===== config.mk =====
export PLATFORM = sky130hd
export DESIGN_NAME = morse_text_codec_flat
export DESIGN_NICKNAME = d
export VERILOG_FILES = /design/src/rtl/core/mtc_pkg.sv /design/src/rtl/core/mtc_if.sv /design/src/rtl/core/mtc_front.sv /design/src/rtl/core/mtc_queue.sv /design/src/rtl/core/mtc_back.sv /design/src/rtl/core/morse_text_codec.sv /design/src/flat_wrapper.sv
export SDC_FILE = /design/constraint.sdc
export NUM_CORES = 1
export LEC_CHECK = 0
export ABC_AREA = 1
export BUFFER_PORTS_ARGS = -buffer_cell sky130_fd_sc_hd__buf_2
export CAP_MARGIN = 5
export CELL_PAD_IN_SITES_DETAIL_PLACEMENT = 1
export CELL_PAD_IN_SITES_GLOBAL_PLACEMENT = 1
export CORE_MARGIN = 2
export CORE_UTILIZATION = 40
export CTS_CLUSTER_DIAMETER = 100
export DETAILED_ROUTE_END_ITERATION = 7
export MAX_ROUTING_LAYER = met4
export PLACE_DENSITY_LB_ADDON = 0.1
export SLEW_MARGIN = 20
export SYNTH_ARGS = -nofsm -noshare
export SYNTH_HDL_FRONTEND = slang
export SYNTH_SLANG_ARGS = --single-unit
export TNS_END_PERCENT = 50

===== constraint.sdc =====
create_clock -name clk -period 10.2 [get_ports clk]
set_input_delay 1.53 -clock clk [delete_from_list [all_inputs] [get_ports clk]]
set_output_delay 1.53 -clock clk [all_outputs]
set_load 0.02 [all_outputs]

===== src/rtl/core/mtc_pkg.sv =====
// Shared types, character codes and the Morse code table of the text codec.
`timescale 1ns / 1ps
package mtc_pkg;

  // Request queue between the front and back ends
  localparam int QUEUE_DEPTH = 4;
  localparam int QPTR_W      = $clog2(QUEUE_DEPTH);
  localparam int QCNT_W      = $clog2(QUEUE_DEPTH + 1);

  localparam int CODE_COUNT  = 36;
  localparam int LETTER_COUNT = 26;

  // Input action codes
  localparam logic ACT_CHAR = 1'b0;
  localparam logic ACT_END  = 1'b1;

  // Direction register codes
  localparam logic DIR_ENCODE = 1'b0;
  localparam logic DIR_DECODE = 1'b1;

  // ASCII characters used by the codec
  localparam logic [7:0] CH_SPACE = 8'h20;
  localparam logic [7:0] CH_SLASH = 8'h2F;
  localparam logic [7:0] CH_DOT   = 8'h2E;
  localparam logic [7:0] CH_DASH  = 8'h2D;
  localparam logic [7:0] CH_QMARK = 8'h3F;
  localparam logic [7:0] CH_A     = 8'h41;
  localparam logic [7:0] CH_Z     = 8'h5A;
  localparam logic [7:0] CH_LOW_A = 8'h61;
  localparam logic [7:0] CH_LOW_Z = 8'h7A;
  localparam logic [7:0] CH_ZERO  = 8'h30;
  localparam logic [7:0] CH_NINE  = 8'h39;
  localparam logic [7:0] CASE_OFFSET = 8'h20;
  localparam logic [7:0] CH_NUL   = 8'h00;

  // One Morse code: symbol count and dot/dash bits, dash = 1,
  // first symbol in the highest used bit.
  typedef struct packed {
    logic [2:0] len;
    logic [4:0] bits;
  } morse_code_t;

  // Work handed from the front end to the back end. The back end emits
  // the enabled parts in this order: " / ", space, literal byte, code, done.
  typedef struct packed {
    logic       sep3;
    logic       sep1;
    logic       lit;
    logic [7:0] lit_char;
    logic       code;
    logic [5:0] code_idx;
    logic       done;
  } job_t;

  // Queue status seen by the back end
  typedef struct packed {
    logic empty;
    job_t head;
  } queue_head_t;

  function automatic morse_code_t code_entry(input logic [5:0] idx);
    morse_code_t c;
    case (idx)
      6'd0:  c = '{3'd2, 5'b00001};
      6'd1:  c = '{3'd4, 5'b01000};
      6'd2:  c = '{3'd4, 5'b01010};
      6'd3:  c = '{3'd3, 5'b00100};
      6'd4:  c = '{3'd1, 5'b00000};
      6'd5:  c = '{3'd4, 5'b00010};
      6'd6:  c = '{3'd3, 5'b00110};
      6'd7:  c = '{3'd4, 5'b00000};
      6'd8:  c = '{3'd2, 5'b00000};
      6'd9:  c = '{3'd4, 5'b00111};
      6'd10: c = '{3'd3, 5'b00101};
      6'd11: c = '{3'd4, 5'b00100};
      6'd12: c = '{3'd2, 5'b00011};
      6'd13: c = '{3'd2, 5'b00010};
      6'd14: c = '{3'd3, 5'b00111};
      6'd15: c = '{3'd4, 5'b00110};
      6'd16: c = '{3'd4, 5'b01101};
      6'd17: c = '{3'd3, 5'b00010};
      6'd18: c = '{3'd3, 5'b00000};
      6'd19: c = '{3'd1, 5'b00001};
      6'd20: c = '{3'd3, 5'b00001};
      6'd21: c = '{3'd4, 5'b00001};
      6'd22: c = '{3'd3, 5'b00011};
      6'd23: c = '{3'd4, 5'b01001};
      6'd24: c = '{3'd4, 5'b01011};
      6'd25: c = '{3'd4, 5'b01100};
      6'd26: c = '{3'd5, 5'b11111};
      6'd27: c = '{3'd5, 5'b01111};
      6'd28: c = '{3'd5, 5'b00111};
      6'd29: c = '{3'd5, 5'b00011};
      6'd30: c = '{3'd5, 5'b00001};
      6'd31: c = '{3'd5, 5'b00000};
      6'd32: c = '{3'd5, 5'b10000};
      6'd33: c = '{3'd5, 5'b11000};
      6'd34: c = '{3'd5, 5'b11100};
      6'd35: c = '{3'd5, 5'b11110};
      default: c = '{3'd0, 5'b00000};
    endcase
    return c;
  endfunction

  function automatic logic [7:0] code_char(input logic [5:0] idx);
    logic [7:0] ch;
    if (idx < 6'(LETTER_COUNT)) begin
      ch = CH_A + {2'b00, idx};
    end else begin
      ch = CH_ZERO + {2'b00, idx} - 8'(LETTER_COUNT);
    end
    return ch;
  endfunction

  // Character for a collected decode pattern, '?' when it matches nothing.
  function automatic logic [7:0] decode_letter(input logic       bad,
                                                input logic [2:0] count,
                                                input logic [4:0] pattern);
    logic [7:0]  ch;
    morse_code_t c;
    ch = CH_QMARK;
    if (!bad && count != 3'd0 && count <= 3'd5) begin
      for (int i = 0; i < CODE_COUNT; i++) begin
        c = code_entry(6'(i));
        if (c.len == count && c.bits == pattern) begin
          ch = code_char(6'(i));
        end
      end
    end
    return ch;
  endfunction

endpackage


===== src/rtl/core/mtc_if.sv =====
// Valid/ready channel interfaces for the text codec input and output.
`timescale 1ns / 1ps
interface morse_in_if;
  logic       valid;
  logic       ready;
  logic       action;
  logic [7:0] char_in;

  modport source (output valid, output action, output char_in, input ready);
  modport sink   (input valid, input action, input char_in, output ready);
endinterface

interface morse_out_if;
  logic       valid;
  logic       ready;
  logic [7:0] out_char;
  logic       char_valid;
  logic       run_last;
  logic       text_done;

  modport source (output valid, output out_char, output char_valid,
                  output run_last, output text_done, input ready);
  modport sink   (input valid, input out_char, input char_valid,
                  input run_last, input text_done, output ready);
endinterface


===== src/rtl/core/mtc_front.sv =====
// Front end: accepts requests, tracks word and letter state, builds jobs.
`timescale 1ns / 1ps
module mtc_front (
  input  logic         clk,
  input  logic         rst_n,
  input  logic         cfg_we,
  input  logic         cfg_wdata,
  morse_in_if.sink     in_chan,
  input  logic         q_full,
  output logic         q_push,
  output mtc_pkg::job_t q_job
);
  import mtc_pkg::*;

  logic       dir_r, dir_nxt;
  logic       word_open_r, word_open_nxt;
  logic       any_word_r, any_word_nxt;
  logic       letter_r, letter_nxt;
  logic [4:0] pattern_r, pattern_nxt;
  logic [2:0] count_r, count_nxt;
  logic       bad_r, bad_nxt;
  logic       part_open_r, part_open_nxt;

  logic       in_fire;
  logic [7:0] c_in;
  logic [7:0] c_up;
  logic [7:0] flush_char;
  logic       letter_eff;
  job_t       job;

  assign in_chan.ready = !q_full;
  assign in_fire       = in_chan.valid && !q_full;
  assign c_in          = in_chan.char_in;
  assign c_up          = (c_in inside {[CH_LOW_A:CH_LOW_Z]}) ? c_in - CASE_OFFSET : c_in;
  assign flush_char    = decode_letter(bad_r, count_r, pattern_r);
  assign letter_eff    = word_open_r ? letter_r : 1'b0;

  always_comb begin
    dir_nxt       = dir_r;
    word_open_nxt = word_open_r;
    any_word_nxt  = any_word_r;
    letter_nxt    = letter_r;
    pattern_nxt   = pattern_r;
    count_nxt     = count_r;
    bad_nxt       = bad_r;
    part_open_nxt = part_open_r;
    job           = '0;

    if (in_fire) begin
      if (in_chan.action == ACT_END) begin
        if (dir_r == DIR_DECODE && part_open_r) begin
          job.lit      = 1'b1;
          job.lit_char = flush_char;
        end
        job.done      = 1'b1;
        word_open_nxt = 1'b0;
        any_word_nxt  = 1'b0;
        letter_nxt    = 1'b0;
        pattern_nxt   = '0;
        count_nxt     = '0;
        bad_nxt       = 1'b0;
        part_open_nxt = 1'b0;
      end else if (dir_r == DIR_DECODE) begin
        if (c_in == CH_SLASH) begin
          job.lit       = part_open_r;
          job.lit_char  = flush_char;
          part_open_nxt = 1'b0;
          pattern_nxt   = '0;
          count_nxt     = '0;
          bad_nxt       = 1'b0;
          word_open_nxt = 1'b0;
        end else begin
          if (!word_open_r) begin
            job.sep1      = any_word_r;
            any_word_nxt  = 1'b1;
            word_open_nxt = 1'b1;
          end
          if (c_in == CH_SPACE) begin
            job.lit       = part_open_r;
            job.lit_char  = flush_char;
            part_open_nxt = 1'b0;
            pattern_nxt   = '0;
            count_nxt     = '0;
            bad_nxt       = 1'b0;
          end else begin
            part_open_nxt = 1'b1;
            if (c_in == CH_DOT || c_in == CH_DASH) begin
              if (count_r < 3'd5) begin
                pattern_nxt = {pattern_r[3:0], c_in == CH_DASH};
              end
            end else begin
              bad_nxt = 1'b1;
            end
            if (count_r < 3'd6) begin
              count_nxt = count_r + 3'd1;
            end
          end
        end
      end else begin
        if (c_in == CH_SPACE) begin
          word_open_nxt = 1'b0;
        end else begin
          if (!word_open_r) begin
            job.sep3      = any_word_r;
            any_word_nxt  = 1'b1;
            word_open_nxt = 1'b1;
          end
          if (c_up inside {[CH_A:CH_Z]}) begin
            job.code     = 1'b1;
            job.code_idx = 6'(c_up - CH_A);
          end else if (c_up inside {[CH_ZERO:CH_NINE]}) begin
            job.code     = 1'b1;
            job.code_idx = 6'(c_up - CH_ZERO) + 6'(LETTER_COUNT);
          end
          if (job.code) begin
            job.sep1   = letter_eff;
            letter_nxt = 1'b1;
          end else begin
            letter_nxt = letter_eff;
          end
        end
      end
    end

    // A direction write restarts the stream
    if (cfg_we) begin
      dir_nxt       = cfg_wdata;
      word_open_nxt = 1'b0;
      any_word_nxt  = 1'b0;
      letter_nxt    = 1'b0;
      pattern_nxt   = '0;
      count_nxt     = '0;
      bad_nxt       = 1'b0;
      part_open_nxt = 1'b0;
    end
  end

  assign q_push = in_fire && (job.sep3 || job.sep1 || job.lit || job.code || job.done);
  assign q_job  = job;

  always_ff @(posedge clk) begin
    if (!rst_n) begin
      dir_r       <= DIR_ENCODE;
      word_open_r <= 1'b0;
      any_word_r  <= 1'b0;
      letter_r    <= 1'b0;
      pattern_r   <= '0;
      count_r     <= '0;
      bad_r       <= 1'b0;
      part_open_r <= 1'b0;
    end else begin
      dir_r       <= dir_nxt;
      word_open_r <= word_open_nxt;
      any_word_r  <= any_word_nxt;
      letter_r    <= letter_nxt;
      pattern_r   <= pattern_nxt;
      count_r     <= count_nxt;
      bad_r       <= bad_nxt;
      part_open_r <= part_open_nxt;
    end
  end

endmodule


===== src/rtl/core/mtc_queue.sv =====
// Small job queue between the front and back ends.
`timescale 1ns / 1ps
module mtc_queue (
  input  logic                clk,
  input  logic                rst_n,
  input  logic                push,
  input  mtc_pkg::job_t       push_job,
  output logic                full,
  input  logic                pop,
  output mtc_pkg::queue_head_t head
);
  import mtc_pkg::*;

  job_t              mem [QUEUE_DEPTH];
  logic [QPTR_W-1:0] wr_ptr_r, wr_ptr_nxt;
  logic [QPTR_W-1:0] rd_ptr_r, rd_ptr_nxt;
  logic [QCNT_W-1:0] count_r, count_nxt;
  logic              do_push, do_pop;

  assign full       = (count_r == QCNT_W'(QUEUE_DEPTH));
  assign head.empty = (count_r == '0);
  assign head.head  = mem[rd_ptr_r];
  assign do_push    = push && !full;
  assign do_pop     = pop && !head.empty;

  always_comb begin
    wr_ptr_nxt = do_push ? wr_ptr_r + QPTR_W'(1) : wr_ptr_r;
    rd_ptr_nxt = do_pop ? rd_ptr_r + QPTR_W'(1) : rd_ptr_r;
    count_nxt  = count_r;
    if (do_push && !do_pop) begin
      count_nxt = count_r + QCNT_W'(1);
    end else if (do_pop && !do_push) begin
      count_nxt = count_r - QCNT_W'(1);
    end
  end

  always_ff @(posedge clk) begin
    if (do_push) begin
      mem[wr_ptr_r] <= push_job;
    end
  end

  always_ff @(posedge clk) begin
    if (!rst_n) begin
      wr_ptr_r <= '0;
      rd_ptr_r <= '0;
      count_r  <= '0;
    end else begin
      wr_ptr_r <= wr_ptr_nxt;
      rd_ptr_r <= rd_ptr_nxt;
      count_r  <= count_nxt;
    end
  end

endmodule


===== src/rtl/core/mtc_back.sv =====
// Back end: expands queued jobs into output bytes, one per cycle while out_chan is ready.
`timescale 1ns / 1ps
module mtc_back (
  input  logic                 clk,
  input  logic                 rst_n,
  input  mtc_pkg::queue_head_t q_head,
  output logic                 q_pop,
  morse_out_if.source          out_chan
);
  import mtc_pkg::*;

  logic       valid_r, valid_nxt;
  logic [3:0] pos_r, pos_nxt;
  logic [7:0] char_r;
  logic       cvalid_r, last_r, done_r;

  job_t        h;
  morse_code_t code;
  logic [3:0]  o1, o2, o3, total;
  logic [3:0]  l3, lc;
  logic [2:0]  k, sidx;
  logic [7:0]  byte_out;
  logic        is_done, is_last, step;

  assign h    = q_head.head;
  assign code = code_entry(h.code_idx);
  assign l3   = h.sep3 ? 4'd3 : 4'd0;
  assign lc   = h.code ? {1'b0, code.len} : 4'd0;
  assign o1   = l3 + {3'b000, h.sep1};
  assign o2   = o1 + {3'b000, h.lit};
  assign o3   = o2 + lc;
  assign total = o3 + {3'b000, h.done};
  assign k    = 3'(pos_r - o2);
  assign sidx = 3'(code.len - 3'd1 - k);

  // Byte at the current position of the head job
  always_comb begin
    is_done = 1'b0;
    if (pos_r < l3) begin
      byte_out = (pos_r == 4'd1) ? CH_SLASH : CH_SPACE;
    end else if (pos_r < o1) begin
      byte_out = CH_SPACE;
    end else if (pos_r < o2) begin
      byte_out = h.lit_char;
    end else if (pos_r < o3) begin
      byte_out = code.bits[sidx] ? CH_DASH : CH_DOT;
    end else begin
      byte_out = CH_NUL;
      is_done  = 1'b1;
    end
  end

  assign is_last = (pos_r == total - 4'd1);
  assign step    = (!valid_r || out_chan.ready) && !q_head.empty;
  assign q_pop   = step && is_last;

  always_comb begin
    valid_nxt = valid_r;
    pos_nxt   = pos_r;
    if (!valid_r || out_chan.ready) begin
      valid_nxt = !q_head.empty;
    end
    if (step) begin
      pos_nxt = is_last ? 4'd0 : pos_r + 4'd1;
    end
  end

  always_ff @(posedge clk) begin
    if (step) begin
      char_r   <= byte_out;
      cvalid_r <= !is_done;
      last_r   <= is_last;
      done_r   <= is_done;
    end
  end

  always_ff @(posedge clk) begin
    if (!rst_n) begin
      valid_r <= 1'b0;
      pos_r   <= '0;
    end else begin
      valid_r <= valid_nxt;
      pos_r   <= pos_nxt;
    end
  end

  assign out_chan.valid      = valid_r;
  assign out_chan.out_char   = char_r;
  assign out_chan.char_valid = cvalid_r;
  assign out_chan.run_last   = last_r;
  assign out_chan.text_done  = done_r;

endmodule


===== src/rtl/core/morse_text_codec.sv =====
// Top level of the streaming Morse text encoder and decoder.
//
//   Channel   Dir   Handshake          Contents
//   in_chan   in    valid / ready      action, char_in
//   out_chan  out   valid / ready      out_char, char_valid, run_last, text_done
//   cfg_*     in    cfg_we (no wait)   cfg_wdata = direction
//
// A request is taken whenever the job queue has room; the front end never
// waits on the output side beyond that queue. Each request yields 0 to 8
// output bytes and the back end sends one byte per cycle while out_chan is
// ready; the output byte rate sets the pace. Reset is synchronous and
// active low; it clears the stream state, the queue and the output valid
// flag. A stall on out_chan holds the output register and fills the queue
// before in_chan.ready drops.
`timescale 1ns / 1ps
module morse_text_codec (
  input  logic         clk,
  input  logic         rst_n,
  input  logic         cfg_we,
  input  logic         cfg_wdata,
  morse_in_if.sink     in_chan,
  morse_out_if.source  out_chan
);
  import mtc_pkg::*;

  job_t        push_job;
  logic        q_push;
  logic        q_full;
  logic        q_pop;
  queue_head_t q_head;

  // Front end: decides per request which separators, letters and marker
  // are due, and keeps the word and letter state of the stream.
  mtc_front u_front (
    .clk       (clk),
    .rst_n     (rst_n),
    .cfg_we    (cfg_we),
    .cfg_wdata (cfg_wdata),
    .in_chan   (in_chan),
    .q_full    (q_full),
    .q_push    (q_push),
    .q_job     (push_job)
  );

  // Jobs wait here so the two ends can stall independently.
  mtc_queue u_queue (
    .clk      (clk),
    .rst_n    (rst_n),
    .push     (q_push),
    .push_job (push_job),
    .full     (q_full),
    .pop      (q_pop),
    .head     (q_head)
  );

  // Back end: walks each job byte by byte into the output register.
  mtc_back u_back (
    .clk      (clk),
    .rst_n    (rst_n),
    .q_head   (q_head),
    .q_pop    (q_pop),
    .out_chan (out_chan)
  );

endmodule


===== src/flat_wrapper.sv =====
// flat-port wrapper written by rule: the top's interface ports become plain ports
module morse_text_codec_flat import mtc_pkg::*;
  (clk, rst_n, cfg_we, cfg_wdata, in_chan_valid, in_chan_action, in_chan_char_in, in_chan_ready, out_chan_valid, out_chan_out_char, out_chan_char_valid, out_chan_run_last, out_chan_text_done, out_chan_ready);
  morse_in_if in_chan_i ();
  morse_out_if out_chan_i ();
  input  logic clk;
  input  logic rst_n;
  input  logic cfg_we;
  input  logic cfg_wdata;
  input wire logic [$bits(in_chan_i.valid)-1:0] in_chan_valid;
  input wire logic [$bits(in_chan_i.action)-1:0] in_chan_action;
  input wire logic [$bits(in_chan_i.char_in)-1:0] in_chan_char_in;
  output wire logic [$bits(in_chan_i.ready)-1:0] in_chan_ready;
  output wire logic [$bits(out_chan_i.valid)-1:0] out_chan_valid;
  output wire logic [$bits(out_chan_i.out_char)-1:0] out_chan_out_char;
  output wire logic [$bits(out_chan_i.char_valid)-1:0] out_chan_char_valid;
  output wire logic [$bits(out_chan_i.run_last)-1:0] out_chan_run_last;
  output wire logic [$bits(out_chan_i.text_done)-1:0] out_chan_text_done;
  input wire logic [$bits(out_chan_i.ready)-1:0] out_chan_ready;
  assign in_chan_i.valid = in_chan_valid;
  assign in_chan_i.action = in_chan_action;
  assign in_chan_i.char_in = in_chan_char_in;
  assign in_chan_ready = in_chan_i.ready;
  assign out_chan_valid = out_chan_i.valid;
  assign out_chan_out_char = out_chan_i.out_char;
  assign out_chan_char_valid = out_chan_i.char_valid;
  assign out_chan_run_last = out_chan_i.run_last;
  assign out_chan_text_done = out_chan_i.text_done;
  assign out_chan_i.ready = out_chan_ready;
  morse_text_codec u_core (.clk(clk), .rst_n(rst_n), .cfg_we(cfg_we), .cfg_wdata(cfg_wdata), .in_chan(in_chan_i), .out_chan(out_chan_i));
endmodule

# --- Word level (Yosys, flattened, before mapping) ---
# Memory sizes are Yosys's and may differ from the RTL's. A register that Yosys moved wholly into a read port is not among the register bits.
# Index checks and enable logic that the tools add are counted.
op_classes:
  n_reduce_logical: 77
  order_cmp: 14
  eq_ne: 84
  add_sub_neg: 18
  mux: 151
  mul: 0
  n_bitwise: 1
  div: 0
  shift: 0
ops:
  columns: ["cell", "count"]
  rows:
  - ["$mux 8", 76]
  - ["$eq 5x5->1", 36]
  - ["$eq 3x3->1", 36]
  - ["$mux 7", 10]
  - ["$logic_and 1x1->1", 50]
  - ["$mux 9", 5]
  - ["$mux 1", 35]
  - ["$eq 8x6->1 const B", 4]
  - ["$mux 5", 6]
  - ["$mux 3", 8]
  - ["$mux 19", 1]
  - ["$ge 8x7->1 const B", 2]
  - ["$le 8x7->1 const B", 2]
  - ["$add 4x1->4", 3]
  - ["$lt 4x4->1", 3]
  - ["$mux 2", 6]
  - ["$reduce_and 3->1", 4]
  - ["$reduce_bool 4->1", 3]
  - ["$ge 8x6->1 const B", 1]
  - ["$le 8x6->1 const B", 1]
  - ["$mux 4", 2]
  - ["$sub 8x6->8 const B", 1]
  - ["$logic_not 1->1", 7]
  - ["$add 3x1->3 const B", 2]
  - ["other kinds (29)", 41]
totals:
  word_cells: 364
  mem_bits_rw: 76
  latch_bits: 0
  mem_bits_ro: 512
  mem_count: 2
  output_inout_bits: 13
  register_bits: 37
mem_list:
  columns: ["name", "depth", "word_bits", "rd", "rd_ports_with_merged_regs", "write_ports", "line", "rtl"]
  rows:
  - ["(name not given)", 64, 8, 1, 0, 0, "mtc_pkg.sv:63", "case (idx)"]
  - ["u_core.u_queue.mem", 4, 19, 1, 1, 1, "mtc_queue.sv:14", "job_t mem [QUEUE_DEPTH];"]

# --- Logic depth before layout (Yosys ltp) ---
# Gate-level depths: netlist of run 1.
depth:
  ltp_word: 58
  ltp_mapped: 31
  mapped_depth_nobuf: 30

# --- Cells and area by module ---
# From an unflattened synthesis of run 1, not the netlist that was laid out.
unflattened:
  hier_cells: 925
  hier_area_um2: 7442.1
by_module_without_submodules:
  columns: ["module", "area_per_inst_um2", "seq_area_each_um2", "n_inst", "cells_each"]
  rows:
  - ["mtc_queue", 3354.5, 2462.4, 1, 254]
  - ["mtc_front", 2079.5, 280.3, 1, 377]
  - ["mtc_back", 2008.2, 430.4, 1, 294]

# --- Worst setup path after synthesis of run 1 ---
# OpenSTA, ideal clock, no wires.
synth_path:
  path_kind: "reg-to-reg"
  from: "reg with a tool-made name"
  to: "reg u_core.u_queue.count_r[2]"
  setup_time_ns: 0.122
  arrival_time_ns: 4.470
  t_required_ns: 10.078
  synth_period_minus_slack_ns: 4.592
  path_stages_with_launch: 25
  path_slack_ns: 5.608
  cell_sequence: "dfxtp_1 buf_6 buf_6 clkbuf_1 nand2_1 a32oi_1 inv_1 ha_1 inv_1 ha_1 ha_1 inv_1 fa_1 ha_1 or2_2 nand4_1 nor3_2 nand2_1 ha_1 inv_1 fa_1 a21oi_1 o21ai_0 o21ai_0 a21oi_1"
synth_rtl:
  columns: ["element", "line", "rtl"]
  rows:
  - ["to (signal assigned)", "mtc_queue.sv:51", "count_r <= count_nxt;"]
  - ["to (decl)", "mtc_queue.sv:17", "logic [QCNT_W-1:0] count_r, count_nxt;"]

==> results_dict.tcl, run 1 <==
set metrics [dict create \
    run_status "finished, final reports clean" \
    highest_layer "met4" \
    fmax_ghz 0.184 \
    route.vias.total 5640 \
    synth-seq-cells 110 \
    detail_route.drc_violations 0 \
    cp_slowest_stage_delay_ns 0.74 \
    min_delay_path_depth 2 \
    power_switching_share_pct 44.0 \
    tritoncts_num_sinks 110 \
    cts.clk_slew.worst_paths_ns 0.07 \
    p_seq_share_pct 30.0 \
    ys.warnings.count 0 \
    design.core.area_um2 17200 \
    clock_power_share_pct 17.0 \
    r2r_slack_ns 4.77 \
    ys_dominant_reg_cell "edfxtp_1" \
    netlist_area_um2 6980 \
    commonest_non_fill_non_tap_cells_in_the_layout "nand2_1, inv_1, nor2_1" \
    post_cts.resized_instances 0 \
    floorplan.initialDensity_pct 40.6 \
    first_global_vias 6033 \
    netSwitchingPower_w 0.000841 \
    timing.reg2reg.worst_path_depth 22 \
    worst_slew_pin_slew_ns 0.663 \
    postSynthAreaPerCell_um2 8.48 \
    path_delay_family "adder cells" \
    async_set_or_reset_register_ratio_after_synthesis_pct 0 \
    wl_um 17500 \
    synth.largest_area_cell "edfxtp_1" \
    hold_class "flip-flop to flip-flop" \
    setup_viol 0 \
    synthDistinctLibCells 57 \
    detailedRoute.firstIterationViolations 325 \
    worst_path_max_delay_cell "dfxtp_1" \
    crit_path_cell_trace "inv_2 -> nand3_2 -> nand2_2 -> ha_1 -> nand2_1 -> nor2_1 -> o311ai_0 -> inv_1 -> nor4_2 -> inv_1 -> fa_1 -> ha_1 -> xnor2_1 -> xnor2_1 -> inv_1 -> nor3_2 -> nand2_1 -> ha_1 -> inv_1 -> fa_1 -> o21ai_0 -> a21oi_1" \
    critical_path.max_fanout 21 \
    clock_tree.htree_level_count 3 \
    port_buffers 26 \
    placed_cells 1062 \
    powerDensity_nw_per_um2 252 \
    finalInstanceArea_um2 7580 \
    clock-skew-final_ns 0.00819 \
    synth_area_leaders "edfxtp_1, nand2_1, ha_1, dfxtp_1, inv_1" \
    crit_path_frequent_cell "inv_1" \
    dieArea_um2 18500 \
    syn_inst 823 \
    combPwrFrac_pct 53.0 \
    die_width_um 136 \
    leakage_nw 3.22 \
    final_hold_viol_count 0 \
    globalRoute.totalOverflow 0 \
    floorplan.rows 48 \
    antenna-diode-count 0 \
    final.period_utilization_pct 53.2 \
    path_buf_inv 5 \
    routed-wl-met3_um 312 \
    synth_top_cell_area_share_pct 35.3 \
    number_of_buffers_on_the_longest_clock_path 2 \
    post-cts-setup-buffer-count 0 \
    ioPinCount 28 \
    layout.cells.non_filler 1078 \
    timing.critical_path.required_ns 10.44 \
    cp_data_arrival_time_ns 5.66 \
    pre_cts_slack_ns 4.68 \
    grt_antenna_before_repair 0 \
    worstSetupPathType "flip-flop to flip-flop" \
    num-fill-cells 2091 \
    gpl.final_weighted_congestion 0.865 \
    finalNetCount 912 \
    crit-reg2reg-capture "u_core.u_queue.count_r[1]$_SDFFE_PN0P_" \
    hold_end "u_core.u_front.part_open_r$_SDFFE_PP0P_" \
    cts-buffers-inserted 9 \
    kind_of_end_point_of_the_critical_path "flip-flop" \
    timing.slew.headroom_pct 55.7 \
    layout.cells.most_common "nand2_1" \
    met2_wirelength_um 9010 \
    final.setup.worst_slack_ns 4.77 \
    rsz0062_at_grt "no" \
    worstHoldStart "u_core.u_front.part_open_r$_SDFFE_PP0P_" \
    cell_internal_pwr_w 0.00107 \
    final.setup.tns_ns 0 \
    whs_ns 0.491 \
    critPathLaunchType "flip-flop" \
    grt_max_degree 40 \
    cap_viol_max_count 0 \
    clk_root_buffer_cell "clkbuf_16" \
    dieHeight_um 136 \
    wire_per_inst_um 16.2 \
    cts_tree "yes" \
    finalMaxSlewViolations 0 \
    area.growth.synth_to_final_pct 8.62 \
    cts-hold-fix-buffers 0 \
    synth_seq_area_share_pct 43.3 \
    half_perimeter_wire_length_after_placement_um 13600 \
    m1WireLength_um 7940 \
    placed_area_um2 7310 \
    detail-route-antenna-nets 0 \
    first_pass_iters 4 \
    grtUsageTotal_pct 20.7 \
    synth_enable_flop_cells 82 \
    worst_vdd_rail_ir_drop_mv 0.195 \
    clk_latency_ns 0.34 \
    post_route_cells_drive_above_1_share_pct 12.3 \
    vias_per_cell 5.23 \
    final.min_clock_period_ns 5.43 \
    grt_pass1_wl_um 29500 \
    mappedNetlistNets 887 \
]
## layer usage
metal | up-vias | global-route usage [%]
met5 | - | -
met4 | 0 | 5.56
met3 | 16 | 3.21
met2 | 66 | 35.8
met1 | 2729 | 25.3
li1 | 2829 | -
## cell families after synthesis
family          Yosys count  share of synthesized area (%)
simple gates            366                           24.1
compound gates          153                           13.6
buf+inv                 130                           7.96
flops                   110                           43.3
fa+ha+maj                49                           9.21
xor+xnor                 14                           1.76
other cells               1                         0.0537
## stage by stage
step	total power (W)	utilization [%]
final	0.00191	44.1
after global routing	0.00210	44.1
after CTS	0.00194	44.1
after detailed placement	0.00161	42.5
after global placement	0.00156	42.5
after floorplan	0.00135	-
## registers in the layout (all words and copies together) (netlist names), 2 cells and up, named ones only
signal                           cells
u_core.u_back.out_chan.out_char      7
u_core.u_queue.mem                  72
u_core.u_queue.rd_ptr_r              2
u_core.u_front.count_r               3
u_core.u_front.pattern_r             5
u_core.u_queue.count_r               3
u_core.u_back.pos_r                  4
u_core.u_queue.wr_ptr_r              2
## worst min-delay path, cell delays in order (launching register included)
cell and delay (ns):
dfxtp_1 0.34, inv_1 0.06, a21oi_1 0.05
## power groups by stage
stage	logic [W]	clock network (W)	registers [W]
floorplan	0.000744	0	0.000604
global placement	0.000980	0	0.000583
detailed placement	0.00102	0	0.000585
CTS	0.00103	0.000336	0.000575
global route	0.00116	0.000356	0.000580
finish	0.00101	0.000326	0.000574
## worst max-delay path by stage
stage,from,to,slack [ns],depth (start not counted)
final,flip-flop,u_core.u_queue.count_r[1]$_SDFFE_PN0P_,4.77,22
after global routing,flip-flop,u_core.u_queue.count_r[2]$_SDFFE_PN0P_,4.09,24
after CTS,flip-flop,u_core.u_queue.count_r[1]$_SDFFE_PN0P_,4.66,22
after detailed placement,flip-flop,u_core.u_queue.count_r[1]$_SDFFE_PN0P_,4.68,22
after global placement,flip-flop,u_core.u_queue.count_r[2]$_SDFFE_PN0P_,4.89,24
after floorplan,flip-flop,u_core.u_queue.count_r[2]$_SDFFE_PN0P_,5.61,24
## final cells by class
| cell class | instances | area, um^2 | share of cell area, % |
|---|---|---|---|
| Clock buffer | 11 | 243 | 3.20 |
| Sequential cell | 110 | 3020 | 39.9 |
| Inverter | 112 | 425 | 5.61 |
| Timing Repair Buffer | 32 | 175 | 2.31 |
| Multi-Input combinational cell | 583 | 3400 | 44.9 |
| Clock inverter | 5 | 32.5 | 0.429 |
| Tap cell | 225 | 282 | 3.71 |
## synthesized netlist by cell type, drive strengths merged (3+ instances only)
cell    number
dfxtp       28
nor2        92
xnor2        4
inv        111
a22oi        3
clkbuf       7
fa           4
a211oi       7
nor4         4
nand4       13
o211ai      10
ha          45
nand3       42
a31oi        6
nand2      186
or2          6
edfxtp      82
nor3        19
a21oi       58
xor2        10
buf         11
o22ai        5
a32o         3
o21ai       44
Power figures use the tool's default switching activity.
==> run 2: changes to the inputs <==
clock period = 4.98 ns   (was 10.2 ns; I/O delays follow)
==> results_dict.tcl, run 2 (synthesis gave the netlist of run 1 again) <==
set metrics [dict create \
    commonest_non_fill_non_tap_cells_in_the_layout "nand2_1, inv_1, nor2_1" \
    worst_slew_pin_slew_ns 0.674 \
    first_pass_iters 4 \
    worstHoldStart "u_core.u_front.part_open_r$_SDFFE_PP0P_" \
    clk_latency_ns 0.35 \
    min_delay_path_depth 2 \
    gpl.final_weighted_congestion 0.894 \
    hold_class "flip-flop to flip-flop" \
    run_status "finished, final reports clean" \
    cts-buffers-inserted 9 \
    half_perimeter_wire_length_after_placement_um 14000 \
    finalNetCount 919 \
    tritoncts_num_sinks 110 \
    dieHeight_um 136 \
    clk_root_buffer_cell "clkbuf_16" \
    final.min_clock_period_ns 4.62 \
    floorplan.initialDensity_pct 40.6 \
    cts-hold-fix-buffers 0 \
    finalPower_w 0.00405 \
    setup_viol 0 \
    power_switching_share_pct 43.7 \
    route.vias.total 5677 \
    grtUsageTotal_pct 21.2 \
    grt_max_degree 28 \
    die_width_um 136 \
    detail_route.drc_violations 0 \
    post_route_cells_drive_above_1_share_pct 13.7 \
    grt_pass1_wl_um 30100 \
    clock-skew-final_ns 0.00617 \
    critical_path.max_fanout 17 \
    final_hold_viol_count 0 \
    detail-route-antenna-nets 0 \
    dieArea_um2 18500 \
    floorplan.rows 48 \
    finalMaxSlewViolations 0 \
    globalRoute.totalOverflow 0 \
    final.period_utilization_pct 92.8 \
    r2r_slack_ns 0.36 \
    kind_of_end_point_of_the_critical_path "flip-flop" \
    cell_internal_pwr_w 0.00228 \
    whs_ns 0.487 \
    wl_um 18100 \
    ioPinCount 28 \
    cts.clk_slew.worst_paths_ns 0.07 \
    clock_power_share_pct 17.9 \
    cp_data_arrival_time_ns 4.87 \
    timing.reg2reg.worst_path_depth 22 \
    timing.slew.headroom_pct 54.9 \
    fmax_ghz 0.216 \
    vias_per_cell 5.23 \
    antenna-diode-count 0 \
    area.growth.synth_to_final_pct 10.5 \
    detailedRoute.firstIterationViolations 252 \
    number_of_buffers_on_the_longest_clock_path 2 \
    grt_antenna_before_repair 0 \
    timing.critical_path.required_ns 5.23 \
    combPwrFrac_pct 52.9 \
    p_seq_share_pct 29.2 \
    hold_end "u_core.u_front.part_open_r$_SDFFE_PP0P_" \
    cap_viol_max_count 0 \
    max_flop_register "u_core.u_queue.mem" \
    design.core.area_um2 17200 \
    layout.cells.most_common "nand2_1" \
    leakage_nw 3.28 \
    worst_vdd_rail_ir_drop_mv 0.374 \
    first_global_vias 6056 \
    crit-reg2reg-capture "u_core.u_queue.count_r[1]$_SDFFE_PN0P_" \
    clock_tree.htree_level_count 3 \
    powerDensity_nw_per_um2 526 \
    netSwitchingPower_w 0.00177 \
    wire_per_inst_um 16.7 \
    critPathLaunchType "flip-flop" \
    port_buffers 26 \
    cts_tree "yes" \
    max_reg_flops 72 \
    worstSetupPathType "flip-flop to flip-flop" \
]
## run 2: layout make-up
cell class	count	area [um^2]
clock buffers	10	229
repair buffers	39	239
clock inverters	6	70.1
multi-input cells	583	3440
fillers	2086	9460
well taps	225	282
flip-flops and latches	110	3030
inverters	112	428
## run 2: critical path, cell delays in order (launching register included)
cell and delay (ns):
dfxtp_2 0.36, inv_2 0.12, buf_4 0.26, a21oi_1 0.09
a32oi_2 0.19, inv_1 0.07, ha_1 0.29, inv_1 0.04
ha_1 0.19, ha_1 0.33, inv_1 0.13, fa_2 0.49
ha_1 0.24, xnor2_1 0.19, xnor2_1 0.15, inv_1 0.06
nor3_2 0.23, nand2_2 0.14, ha_1 0.20, inv_1 0.10
fa_1 0.41, o21ai_0 0.19, a21oi_1 0.06
## run 2: power groups by stage
stage | clock network [W] | logic (W) | registers [W]
after floorplan | 0 | 0.00152 | 0.00124
after global placement | 0 | 0.00202 | 0.00120
after detailed placement | 0 | 0.00210 | 0.00120
after CTS | 0.000749 | 0.00212 | 0.00118
after global routing | 0.000784 | 0.00243 | 0.00120
final | 0.000725 | 0.00215 | 0.00118
## run 2: layer usage
| metal | vias up | track usage (%) | share of wire (%) |
|---|---|---|---|
| met2 | 67 | 37.3 | 51 |
| li1 | 2850 | - | - |
| met4 | 0 | 5.44 | 1.4 |
| met3 | 21 | 3.39 | 2.2 |
| met5 | - | - | 0 |
| met1 | 2739 | 25.3 | 46 |
## run 2: worst max path at each step
stage	cells past startpoint	start	endpoint
floorplan	24	flip-flop	u_core.u_queue.count_r[2]$_SDFFE_PN0P_
detailed placement	25	flip-flop	u_core.u_queue.count_r[2]$_SDFFE_PN0P_
finish	22	flip-flop	u_core.u_queue.count_r[1]$_SDFFE_PN0P_
global route	29	flip-flop	u_core.u_queue.count_r[2]$_SDFFE_PN0P_
global placement	23	flip-flop	u_core.u_queue.count_r[2]$_SDFFE_PN0P_
CTS	25	flip-flop	u_core.u_queue.count_r[2]$_SDFFE_PN0P_
## run 2: metrics by stage
| stage | util (%) | TNS (ns) | cell area [um^2] | setup slack (ns) | std cells |
|---|---|---|---|---|---|
| final | 44.9 | 0 | 7710 | 0.360 | 1085 |
| after global routing | 44.9 | -0.0318 | 7710 | -0.0318 | 1085 |
| after CTS | 44.6 | 0 | 7660 | 0.0449 | 1085 |
| after detailed placement | 42.8 | 0 | 7360 | 0.00893 | 1069 |
| after global placement | 42.8 | 0 | 7360 | 0.259 | 1069 |
| after floorplan | - | 0 | 6980 | 0.388 | 823 |
## run 2: what timing repair did
item / in CTS / in global routing
resized for setup: 2 / 13
cloned: 0 / 0
setup endpoints to repair: 1 / 2
pin swaps: 0 / 1
buffers inserted: 0 / 0
==> run 3: changes to the inputs <==
--- a/config.mk
+++ b/config.mk
@@ -20,4 +20,5 @@
 export SYNTH_ARGS = -nofsm -noshare
 export SYNTH_HDL_FRONTEND = slang
+export SYNTH_HIERARCHICAL = 1
 export SYNTH_SLANG_ARGS = --single-unit
 export TNS_END_PERCENT = 50
==> constraint.sdc (replaced) <==
create_clock -name clk -period 4.98 [get_ports clk]
set_input_delay 1.245 -clock clk [delete_from_list [all_inputs] [get_ports clk]]
set_output_delay 1.245 -clock clk [all_outputs]
set_load 0.02 [all_outputs]
==> results_dict.tcl, run 3 <==
set metrics [dict create \
    clock-skew-final_ns 0.00979 \
    hold_class "flip-flop to flip-flop" \
    clock_tree.htree_level_count 4 \
    cp_data_arrival_time_ns 4.91 \
    grt_max_degree 22 \
    synth_seq_area_share_pct 42.6 \
    worst_setup_path_endpoint "u_core/u_queue/count_r[2]$_SDFFE_PN0P_" \
    post_route_cells_drive_above_1_share_pct 16.3 \
    setup_viol 0 \
    number_of_buffers_on_the_longest_clock_path 2 \
    max_reg_flops 76 \
    path_buf_inv 7 \
    final.setup.tns_ns 0 \
    clk_root_buffer_cell "clkbuf_16" \
    synth_top_cell_area_share_pct 35.1 \
    async_set_or_reset_register_ratio_after_synthesis_pct 0 \
    ioPinCount 28 \
    dieArea_um2 19700 \
    floorplan.initialDensity_pct 41.1 \
    final.min_clock_period_ns 4.60 \
    worst_vdd_rail_ir_drop_mv 0.275 \
    antenna-diode-count 0 \
    synthDistinctLibCells 54 \
    finalPower_w 0.00534 \
    synth_area_leaders "edfxtp_1, nand2_1, dfxtp_1, ha_1, inv_1" \
    clock_power_share_pct 21.9 \
    wire_per_inst_um 15.2 \
    ys.warnings.count 6 \
    crit-reg2reg-capture "u_core/u_queue/count_r[2]$_SDFFE_PN0P_" \
    dieHeight_um 140 \
    critical_path.max_fanout 14 \
    port_buffers 27 \
    design.core.area_um2 18100 \
    timing.reg2reg.worst_path_depth 27 \
    route.vias.total 6156 \
    run_status "finished, final reports clean" \
    synth_enable_flop_cells 87 \
    finalNetCount 1049 \
    leakage_nw 3.91 \
    kind_of_end_point_of_the_critical_path "flip-flop" \
    tritoncts_num_sinks 115 \
    cp_slowest_stage_delay_ns 0.49 \
    gpl.final_weighted_congestion 0.882 \
    synth-seq-cells 115 \
    worst_slew_pin_slew_ns 0.748 \
    cell_internal_pwr_w 0.00303 \
    area.growth.synth_to_final_pct 15.6 \
    ys_top_cells_by_count "nand2_1, inv_1, nor2_1" \
    postSynthAreaPerCell_um2 8.05 \
    fmax_ghz 0.217 \
    cts-buffers-inserted 17 \
    grtUsageTotal_pct 20.1 \
    first_global_vias 6293 \
    globalRoute.totalOverflow 0 \
    detail-route-antenna-nets 0 \
    first_pass_iters 4 \
    synth.largest_area_cell "edfxtp_1" \
    power_switching_share_pct 43.3 \
    die_width_um 140 \
    layout.cells.most_common "nand2_1" \
    finalMaxSlewViolations 0 \
    final_hold_viol_count 0 \
    worst_path_max_delay_cell "fa_1" \
    netSwitchingPower_w 0.00231 \
    wl_um 18700 \
    netlist_area_um2 7440 \
    grt_antenna_before_repair 0 \
    syn_inst 925 \
    path_delay_family "adder cells" \
    max_flop_register "u_core/u_queue/mem" \
    combPwrFrac_pct 54.2 \
    p_seq_share_pct 23.9 \
    yosys.cell_count.top_type "nand2_1" \
    cts_tree "yes" \
    detail_route.drc_violations 0 \
    worstSetupPathType "flip-flop to flip-flop" \
    clk_latency_ns 0.41 \
    detailedRoute.firstIterationViolations 242 \
    cap_viol_max_count 0 \
    timing.critical_path.required_ns 5.29 \
    commonest_non_fill_non_tap_cells_in_the_layout "nand2_1, inv_1, nor2_1" \
    timing.slew.headroom_pct 49.8 \
    crit_path_frequent_cell "inv_1" \
    cts.clk_slew.worst_paths_ns 0.06 \
    ys_dominant_reg_cell "edfxtp_1" \
    grt_pass1_wl_um 30700 \
    final.period_utilization_pct 92.5 \
    r2r_slack_ns 0.38 \
    mappedNetlistNets 988 \
    half_perimeter_wire_length_after_placement_um 14100 \
    floorplan.rows 49 \
    critPathLaunchType "flip-flop" \
    powerDensity_nw_per_um2 620 \
    cp.depth 27 \
    vias_per_cell 5.01 \
]
-- run 3: metrics by stage --
| step | cells | instance area [um^2] | hold WS [ns] | worst slack (ns) | utilization, % |
|---|---|---|---|---|---|
| floorplan | 925 | 7440 | 0.444 | 0.451 | - |
| global placement | 1188 | 7890 | 0.462 | 0.193 | 43.6 |
| detailed placement | 1188 | 7890 | 0.470 | 0.137 | 43.6 |
| CTS | 1220 | 8480 | 0.480 | 0.153 | 46.9 |
| global route | 1228 | 8600 | 0.503 | -0.0312 | 47.6 |
| finish | 1228 | 8600 | 0.475 | 0.375 | 47.6 |
-- run 3: timing repair --
item,CTS,global route
setup endpoints to repair,0,2
gates resized for setup,0,17
hold buffers,0,0
buffers inserted,0,7
-- run 3: worst min path at each step --
| stage | start | to | slack (ns) | cells past startpoint |
|---|---|---|---|---|
| 6_report | u_core/u_front/any_word_r$_SDFFE_PP0P_ | u_core/u_front/any_word_r$_SDFFE_PP0P_ | 0.48 | 2 |
| 5_1_grt | u_core/u_back/out_chan.valid$_SDFFE_PN0N_ | u_core/u_back/out_chan.valid$_SDFFE_PN0N_ | 0.50 | 2 |
| 4_1_cts | u_core/u_front/any_word_r$_SDFFE_PP0P_ | u_core/u_front/any_word_r$_SDFFE_PP0P_ | 0.48 | 2 |
| 3_5_place_dp | u_core/u_front/any_word_r$_SDFFE_PP0P_ | u_core/u_front/any_word_r$_SDFFE_PP0P_ | 0.47 | 2 |
| 3_3_place_gp | u_core/u_front/any_word_r$_SDFFE_PP0P_ | u_core/u_front/any_word_r$_SDFFE_PP0P_ | 0.46 | 2 |
| 2_1_floorplan | u_core/u_front/part_open_r$_SDFFE_PP0P_ | u_core/u_front/part_open_r$_SDFFE_PP0P_ | 0.44 | 2 |
-- run 3: layer usage --
layer  vias to the layer above  GRT usage (%)  wire, um
li1                       3158              -         -
met1                      2917           24.7      8760
met2                        58           34.5      9260
met3                        23           3.49       401
met4                         0           5.05       232
met5                         -              -         0
-- run 3: layout make-up --
type                            instances  area, um^2
Fill cell                            2198        9490
Multi-Input combinational cell        635        3560
Sequential cell                       115        3180
Inverter                              157         591
Clock buffer                           23         520
Timing Repair Buffer                   60         398
Tap cell                              229         287
Clock inverter                          9        68.8
-- run 3: tightest hold or removal path, cell delays in order, from the launching register on --
cell	delay [ns]
dfxtp_1	0.30
inv_1	0.06
a211oi_1	0.06
-- run 3: logic make-up after synthesis --
| family | share of synthesized area, % |
|---|---|
| flops | 42.6 |
| compound gates | 11.0 |
| buf+inv | 10.1 |
| fa+ha+maj | 8.47 |
| simple gates | 26.3 |
| other cells | 0.0504 |
| xor+xnor | 1.53 |
-- run 3: power groups by stage --
stage	registers, W	clock network (W)	logic, W
final	0.00128	0.00117	0.00290
after global routing	0.00129	0.00124	0.00337
after CTS	0.00128	0.00119	0.00285
after detailed placement	0.00129	0	0.00283
after global placement	0.00129	0	0.00279
after floorplan	0.00133	0	0.00215
